$ cat config.mk
export PLATFORM = sky130hd
export DESIGN_NAME = prefix_varint_decoder_flat
export DESIGN_NICKNAME = d
export VERILOG_FILES = /design/src/rtl/pvd_pkg.sv /design/src/rtl/pvd_channels.sv /design/src/rtl/prefix_varint_decoder.sv /design/src/flat_wrapper.sv
export SDC_FILE = /design/constraint.sdc
export NUM_CORES = 1
export LEC_CHECK = 0
export BUFFER_PORTS_ARGS = -buffer_cell sky130_fd_sc_hd__buf_4
export CORE_MARGIN = 2
export CORE_UTILIZATION = 50
export CTS_BUF_LIST = sky130_fd_sc_hd__clkbuf_2
export CTS_CLUSTER_DIAMETER = 80
export CTS_CLUSTER_SIZE = 10
export DETAILED_ROUTE_END_ITERATION = 12
export GPL_ROUTABILITY_DRIVEN = 0
export MAX_ROUTING_LAYER = met4
export PLACE_DENSITY = 0.82
export SYNTH_ARGS = -nofsm -noshare
export SYNTH_HDL_FRONTEND = slang
export SYNTH_SLANG_ARGS = --single-unit
$ cat constraint.sdc
create_clock -name clk -period 5.9 [get_ports clk]
set_input_delay 0.885 -clock clk [delete_from_list [all_inputs] [get_ports clk]]
set_output_delay 0.885 -clock clk [all_outputs]
set_load 0.05 [all_outputs]
$ cat src/rtl/pvd_pkg.sv
// Package for the prefix varint decoder: field widths, code length limits
// and the helper functions for the first-byte length count and value masks.
// No dependencies.
`timescale 1ns / 1ps

package pvd_pkg;

  localparam int BYTE_W       = 8;
  localparam int VALUE_W      = 64;
  localparam int LEN_W        = 4;
  localparam int CODE_MAX_LEN = 9;
  localparam int BITS_PER_LEN = 7;

  localparam logic [LEN_W-1:0] LEN_ONE = LEN_W'(1);
  localparam logic [LEN_W-1:0] LEN_MAX = LEN_W'(CODE_MAX_LEN);

  // Leading ones of the first byte plus one; all ones gives nine.
  function automatic logic [LEN_W-1:0] length_of_first(input logic [BYTE_W-1:0] b);
    logic [LEN_W-1:0] n;
    logic             run;
    n   = LEN_ONE;
    run = 1'b1;
    for (int i = BYTE_W - 1; i >= 0; i--) begin
      run = run & b[i];
      if (run) begin
        n = n + LEN_ONE;
      end
    end
    return n;
  endfunction

  // Keep the low 7 * len bits; nine bytes and above keep the whole word.
  function automatic logic [VALUE_W-1:0] length_mask(input logic [LEN_W-1:0] len);
    logic [VALUE_W-1:0] m;
    case (len)
      4'd1:    m = (VALUE_W'(1) << (1 * BITS_PER_LEN)) - VALUE_W'(1);
      4'd2:    m = (VALUE_W'(1) << (2 * BITS_PER_LEN)) - VALUE_W'(1);
      4'd3:    m = (VALUE_W'(1) << (3 * BITS_PER_LEN)) - VALUE_W'(1);
      4'd4:    m = (VALUE_W'(1) << (4 * BITS_PER_LEN)) - VALUE_W'(1);
      4'd5:    m = (VALUE_W'(1) << (5 * BITS_PER_LEN)) - VALUE_W'(1);
      4'd6:    m = (VALUE_W'(1) << (6 * BITS_PER_LEN)) - VALUE_W'(1);
      4'd7:    m = (VALUE_W'(1) << (7 * BITS_PER_LEN)) - VALUE_W'(1);
      4'd8:    m = (VALUE_W'(1) << (8 * BITS_PER_LEN)) - VALUE_W'(1);
      default: m = '1;
    endcase
    return m;
  endfunction

endpackage

$ cat src/rtl/pvd_channels.sv
// Stream channel interfaces of the prefix varint decoder: the byte input
// channel and the decoded result channel. Depends on pvd_pkg.
`timescale 1ns / 1ps

interface pvd_byte_if;
  logic                        valid;
  logic                        ready;
  logic [pvd_pkg::BYTE_W-1:0]  data_byte;
  logic                        last_byte;

  modport source (output valid, output data_byte, output last_byte, input ready);
  modport sink   (input valid, input data_byte, input last_byte, output ready);
endinterface

interface pvd_result_if;
  logic                        valid;
  logic                        ready;
  logic [pvd_pkg::VALUE_W-1:0] value;
  logic [pvd_pkg::LEN_W-1:0]   code_length;
  logic                        truncated;

  modport source (output valid, output value, output code_length, output truncated,
                  input ready);
  modport sink   (input valid, input value, input code_length, input truncated,
                  output ready);
endinterface

$ cat src/rtl/prefix_varint_decoder.sv
// Prefix varint decoder top level: accumulator, length tracking and result
// register. Depends on pvd_pkg and the channel interfaces in pvd_channels.sv.
`timescale 1ns / 1ps

// Takes one byte per cycle and emits one result per completed code (1 to 9
// bytes) or per code cut off by last_byte. A result appears in the result
// register the cycle after the final byte of its code; the byte channel is
// ready whenever that register is empty or is being taken, so a stream with
// a ready sink runs at one byte per clock. The path per byte is the
// leading-ones count, an 8-bit shift into the 64-bit accumulator, a mask
// and the optional sign unfold. signed_mode is sampled at code completion.

module prefix_varint_decoder (
  input  logic                clk,
  input  logic                rst,
  input  logic                cfg_wr_en,
  input  logic                cfg_wr_data,
  pvd_byte_if.sink            byte_stream,
  pvd_result_if.source        result
);

  logic                          signed_mode;
  logic [pvd_pkg::VALUE_W-1:0]   accumulator;
  logic [pvd_pkg::LEN_W-1:0]     expected_length;
  logic [pvd_pkg::LEN_W-1:0]     bytes_taken;
  logic                          out_valid;
  logic [pvd_pkg::VALUE_W-1:0]   out_value;
  logic [pvd_pkg::LEN_W-1:0]     out_length;
  logic                          out_truncated;

  logic                          accept;
  logic                          first;
  logic [pvd_pkg::LEN_W-1:0]     len_cur;
  logic [pvd_pkg::VALUE_W-1:0]   accumulator_next;
  logic [pvd_pkg::LEN_W-1:0]     bytes_taken_next;
  logic                          complete;
  logic [pvd_pkg::VALUE_W-1:0]   masked;
  logic [pvd_pkg::VALUE_W-1:0]   unfolded;
  logic [pvd_pkg::VALUE_W-1:0]   decoded;

  assign byte_stream.ready  = !out_valid || result.ready;
  assign accept             = byte_stream.valid && byte_stream.ready;
  assign result.valid       = out_valid;
  assign result.value       = out_value;
  assign result.code_length = out_length;
  assign result.truncated   = out_truncated;

  always_comb begin
    first = (expected_length == '0);
    if (first) begin
      len_cur          = pvd_pkg::length_of_first(byte_stream.data_byte);
      accumulator_next = pvd_pkg::VALUE_W'(byte_stream.data_byte);
      bytes_taken_next = pvd_pkg::LEN_ONE;
    end else begin
      len_cur          = expected_length;
      accumulator_next = {accumulator[pvd_pkg::VALUE_W-pvd_pkg::BYTE_W-1:0],
                          byte_stream.data_byte};
      bytes_taken_next = bytes_taken + pvd_pkg::LEN_ONE;
    end
    complete = (bytes_taken_next >= len_cur);
    masked   = accumulator_next & pvd_pkg::length_mask(len_cur);
    unfolded = {1'b0, masked[pvd_pkg::VALUE_W-1:1]};
    if (signed_mode && masked[0]) begin
      decoded = ~unfolded;
    end else if (signed_mode) begin
      decoded = unfolded;
    end else begin
      decoded = masked;
    end
  end

  always_ff @(posedge clk) begin
    if (rst) begin
      signed_mode <= 1'b0;
    end else if (cfg_wr_en) begin
      signed_mode <= cfg_wr_data;
    end
  end

  always_ff @(posedge clk) begin
    if (rst) begin
      expected_length <= '0;
      bytes_taken     <= '0;
      accumulator     <= '0;
    end else if (accept) begin
      if (complete || byte_stream.last_byte) begin
        expected_length <= '0;
        bytes_taken     <= '0;
        accumulator     <= '0;
      end else begin
        expected_length <= len_cur;
        bytes_taken     <= bytes_taken_next;
        accumulator     <= accumulator_next;
      end
    end
  end

  always_ff @(posedge clk) begin
    if (rst) begin
      out_valid <= 1'b0;
    end else if (accept && (complete || byte_stream.last_byte)) begin
      out_valid <= 1'b1;
    end else if (result.ready) begin
      out_valid <= 1'b0;
    end
  end

  always_ff @(posedge clk) begin
    if (accept && complete) begin
      out_value     <= decoded;
      out_length    <= len_cur;
      out_truncated <= 1'b0;
    end else if (accept && byte_stream.last_byte) begin
      out_value     <= '0;
      out_length    <= '0;
      out_truncated <= 1'b1;
    end
  end

  a_taken_below_length: assert property (@(posedge clk) disable iff (rst)
    (expected_length != '0) |-> (bytes_taken < expected_length))
    else $error("bytes_taken reached expected_length without completing");

  a_truncated_clean: assert property (@(posedge clk) disable iff (rst)
    (out_valid && out_truncated) |-> (out_length == '0 && out_value == '0))
    else $error("truncated result carries a length or value");

  a_length_range: assert property (@(posedge clk) disable iff (rst)
    (out_valid && !out_truncated) |->
      (out_length >= pvd_pkg::LEN_ONE && out_length <= pvd_pkg::LEN_MAX))
    else $error("completed code length out of range");

  a_last_clears: assert property (@(posedge clk) disable iff (rst)
    (accept && byte_stream.last_byte) |=> (expected_length == '0 && out_valid))
    else $error("buffer end did not close the code");

endmodule

$ cat src/flat_wrapper.sv
// flat-port wrapper written by rule: the top's interface ports become plain ports
module prefix_varint_decoder_flat 
  (clk, rst, cfg_wr_en, cfg_wr_data, byte_stream_valid, byte_stream_data_byte, byte_stream_last_byte, byte_stream_ready, result_valid, result_value, result_code_length, result_truncated, result_ready);
  pvd_byte_if byte_stream_i ();
  pvd_result_if result_i ();
  input  logic clk;
  input  logic rst;
  input  logic cfg_wr_en;
  input  logic cfg_wr_data;
  input wire logic [$bits(byte_stream_i.valid)-1:0] byte_stream_valid;
  input wire logic [$bits(byte_stream_i.data_byte)-1:0] byte_stream_data_byte;
  input wire logic [$bits(byte_stream_i.last_byte)-1:0] byte_stream_last_byte;
  output wire logic [$bits(byte_stream_i.ready)-1:0] byte_stream_ready;
  output wire logic [$bits(result_i.valid)-1:0] result_valid;
  output wire logic [$bits(result_i.value)-1:0] result_value;
  output wire logic [$bits(result_i.code_length)-1:0] result_code_length;
  output wire logic [$bits(result_i.truncated)-1:0] result_truncated;
  input wire logic [$bits(result_i.ready)-1:0] result_ready;
  assign byte_stream_i.valid = byte_stream_valid;
  assign byte_stream_i.data_byte = byte_stream_data_byte;
  assign byte_stream_i.last_byte = byte_stream_last_byte;
  assign byte_stream_ready = byte_stream_i.ready;
  assign result_valid = result_i.valid;
  assign result_value = result_i.value;
  assign result_code_length = result_i.code_length;
  assign result_truncated = result_i.truncated;
  assign result_i.ready = result_ready;
  prefix_varint_decoder u_core (.clk(clk), .rst(rst), .cfg_wr_en(cfg_wr_en), .cfg_wr_data(cfg_wr_data), .byte_stream(byte_stream_i), .result(result_i));
endmodule
==> results.md <==
- Crit path kind: input port to flip-flop
- Power density cells: 277 nW/um^2
- Post-CTS setup buffers: 0
- Status: complete, no violations
- Multiplexer share of the synthesized area: 0.958%
- Area Growth Syn to Fin: 13.7%
- Reg2reg start: u_core.expected_length[2]$_SDFFE_PP0P_
- Tot GR Track Use: 22.9%
- H-tree depth: 4
- Arr. time, crit path: 4.47 ns
- Worst Skew: 0.0314 ns
- Clock buffer depth: 2
- Skew-Pair Late Insertion Delay: 0.68 ns
- RSZ-0062 raised after global routing: false
- Syn Nets: 714
- Worst-Margin Slew: 1.05 ns
- Worst Hold Class: input port to flip-flop
- Netlist cell types: 46
- Number of synthesized flops with an enable pin: 68
- Finish-stage setup viols: 0
- Commonest non-fill, non-tap cell in the layout: nor2_1
- CTS buffer count: 17
- CTS tree: yes
- Hold path depth: 3
- Die Height: 119 microns
- # DRC: 0
- Starting Density: 50.7%
- Fmax achieved: 244 MHz
- Crit Path Max Fanout: 40
- Final slew viol count: 0
- Multi-input logic area: 3020 sq um
- DR WL/cell: 16.6 microns
- Mapped cell area: 6660 sq um
- Worst path cell trace: buf_4 -> nor2b_1 -> o21ai_0 -> nand2_1 -> a21oi_1 -> ha_1 -> nand2_1 -> a31oi_1 -> o21a_1 -> a21oi_1 -> ha_1 -> a21oi_1 -> or4b_1 -> o211ai_1 -> nand2_2 -> nand2_2 -> buf_12
- Synth Area in Adders: 1.84%
- Share of power burned in registers: 51.5%
- Port Buf Inserts: 85
- # hold bufs at CTS: 0
- Yosys warns: 0
- Synth area leaders: edfxtp_1 (31%), dfxtp_1 (20%), nor2_1 (6.7%), a32oi_1 (6.4%), xnor2_1 (5.9%)
- Synth async-reset ratio: 0%
- Synthesized instance count: 690
- Tmin final: 4.09 ns
- CP max stage delay: 0.55 ns
- Slew headroom: 30.3%
- Post-Synth Simple-Gate Area: 16.3%
- Nets: 768
- Die Area: 14300 sq um
- Required time of the critical path: 6.28 ns
- Post-synth top area share: 30.7%
- # fillers: 1140
- I/O Pins: 86
- Core footprint: 13100 sq um
- Grt total ovfl: 0
- Dpl hpwl: 10100 microns
- Final WL: 15500 microns
- Synth Area in XOR/XNOR: 8.15%
- Sequential Area: 3380 sq um
- Fin crit share: 69.4%
- Startpoint Class: input port
- Vias: 5460
- Dpl ws: 1.11 ns
- Cells on worst reg2reg path: 9
- Largest net degree at the start of global routing: 74
- First-pass DRT Iterations: 6
- Setup crit start: byte_stream_data_byte[3]
- Post-synth top flop: edfxtp_1
- Largest family of logic cells by synthesized area: compound AO/OA/AOI/OAI gates
- Initial drt markers: 528
- Post-route setup slack: 1.81 ns
- Initial antenna violation count: 1
- Synthesis-stage register bit count: 135
- Max Cap Viol: 0
- Clock Sinks: 135
- Sw frac: 34.4%
- Fraction of layout cells with a size suffix above 1: 18.5%
- Compound-gate portion of the synthesized area: 17.9%
- Critical Path Sink Type: flip-flop
- Clock power frac: 24.6%
- Cell taking the most area after synthesis: edfxtp_1
- Combinational power share: 23.9%
- CTS root buf: clkbuf_2
- Leakage power: 2.68 nW
- Crit path top cell by count: a21oi_1
- Setup TNS: 0 ns
- Slowest CP cell: nand2_2
- Register area share after synthesis: 50.8%
- Vias in the first global route: 5246
- P_int: 1.38 mW
- Most frequent cells in the layout: nor2_1 (117), buf_4 (92), nand2_1 (82)
- Vias/cell: 5.85
- First-pass GRT wire length: 25700 microns
- Maximum VDD drop: 0.000180 V
- Post-CTS Resized: 0
- Hold Startpoint: cfg_wr_data
- Final ANT Viol Nets: 0
- Mapped Avg Cell Area: 9.65 sq um
- FP Rows: 42
- Die width: 119 microns
- Post-layout total power: 2.10 mW
- Fin. Hold Viols: 0
- Clock transition at the registers of the reported paths: 0.20 ns
- Switching Power: 0.721 mW
state kept, by name, indices dropped and copies added (netlist names):
name / flops
u_core.result.truncated: 1
u_core.accumulator: 56
u_core.expected_length: 4
u_core.result.value: 64
u_core.bytes_taken: 4
u_core.signed_mode: 1
u_core.result.code_length: 4
u_core.result.valid: 1
final cells by class:
| cell class | count | area share, % |
|---|---|---|
| timing repair buffer | 93 | 9.38 |
| inverter | 7 | 0.347 |
| sequential | 135 | 44.7 |
| clock inverter | 11 | 1.42 |
| antenna | 1 | 0.0330 |
| multi-input combinational | 490 | 39.9 |
| tap | 176 | 2.91 |
| clock buffer | 20 | 1.32 |
metrics by stage:
step	std cells	cell area (sq um)	hold WS [ns]	util, %
3_5_place_dp	901	7360	0.459	56.1
4_1_cts	932	7570	0.389	57.6
3_3_place_gp	901	7360	0.454	56.1
5_1_grt	933	7570	0.420	57.7
6_report	933	7570	0.417	57.7
2_1_floorplan	690	6660	0.450	-
power by group through the flow:
stage | Combinational [mW] | Sequential (mW) | Clock [mW]
6_report | 0.501 | 1.08 | 0.516
3_5_place_dp | 0.502 | 1.10 | 0
5_1_grt | 0.533 | 1.09 | 0.558
2_1_floorplan | 0.180 | 1.29 | 0
4_1_cts | 0.503 | 1.08 | 0.522
3_3_place_gp | 0.492 | 1.10 | 0
final timing paths:
check | slack, ns | end
worst max-delay path | 1.81 | u_core.result.value[15]$_SDFFCE_PN0P_
worst min-delay path | 0.42 | u_core.signed_mode$_SDFFE_PP0P_
worst min register to register | 0.48 | u_core.result.truncated$_SDFFE_PP0P_
worst max register to register | 1.92 | u_core.result.value[15]$_SDFFCE_PN0P_
cell families after synthesis:
family	Yosys count
adder cells (fa/ha/maj)	10
flip-flops	135
buffers and inverters	65
XOR/XNOR	62
AND/OR/NAND/NOR	251
multiplexers	6
AO/OA/AOI/OAI	161
per-layer routing:
layer	global-route usage [%]	part of all wire, %	vias up
met5	-	0	-
met4	8.09	1.6	0
met3	4.60	7.1	23
met2	35.6	48	239
met1	30.0	43	2610
li1	-	-	2588
worst max-delay path: cells and delay by family:
family	cells	cell delay, ns
AND/OR/NAND/NOR	6	1.47
AO/OA/AOI/OAI	7	1.14
buffers and inverters	2	0.45
adder cells (fa/ha/maj)	2	0.47
synth_stat cells, types with 7 or more instances:
| master | number |
|---|---|
| a22oi_1 | 30 |
| nor2_1 | 118 |
| dfxtp_1 | 67 |
| buf_2 | 7 |
| a22o_1 | 12 |
| nand2_1 | 84 |
| a32oi_1 | 49 |
| a21oi_1 | 31 |
| o21ai_0 | 9 |
| a211oi_1 | 11 |
| xor2_1 | 17 |
| or2_2 | 7 |
| ha_1 | 9 |
| edfxtp_1 | 68 |
| xnor2_1 | 45 |
| clkbuf_1 | 46 |
| inv_1 | 7 |
| nand2b_1 | 10 |
No activity file was read; power rests on OpenSTA's default activity.
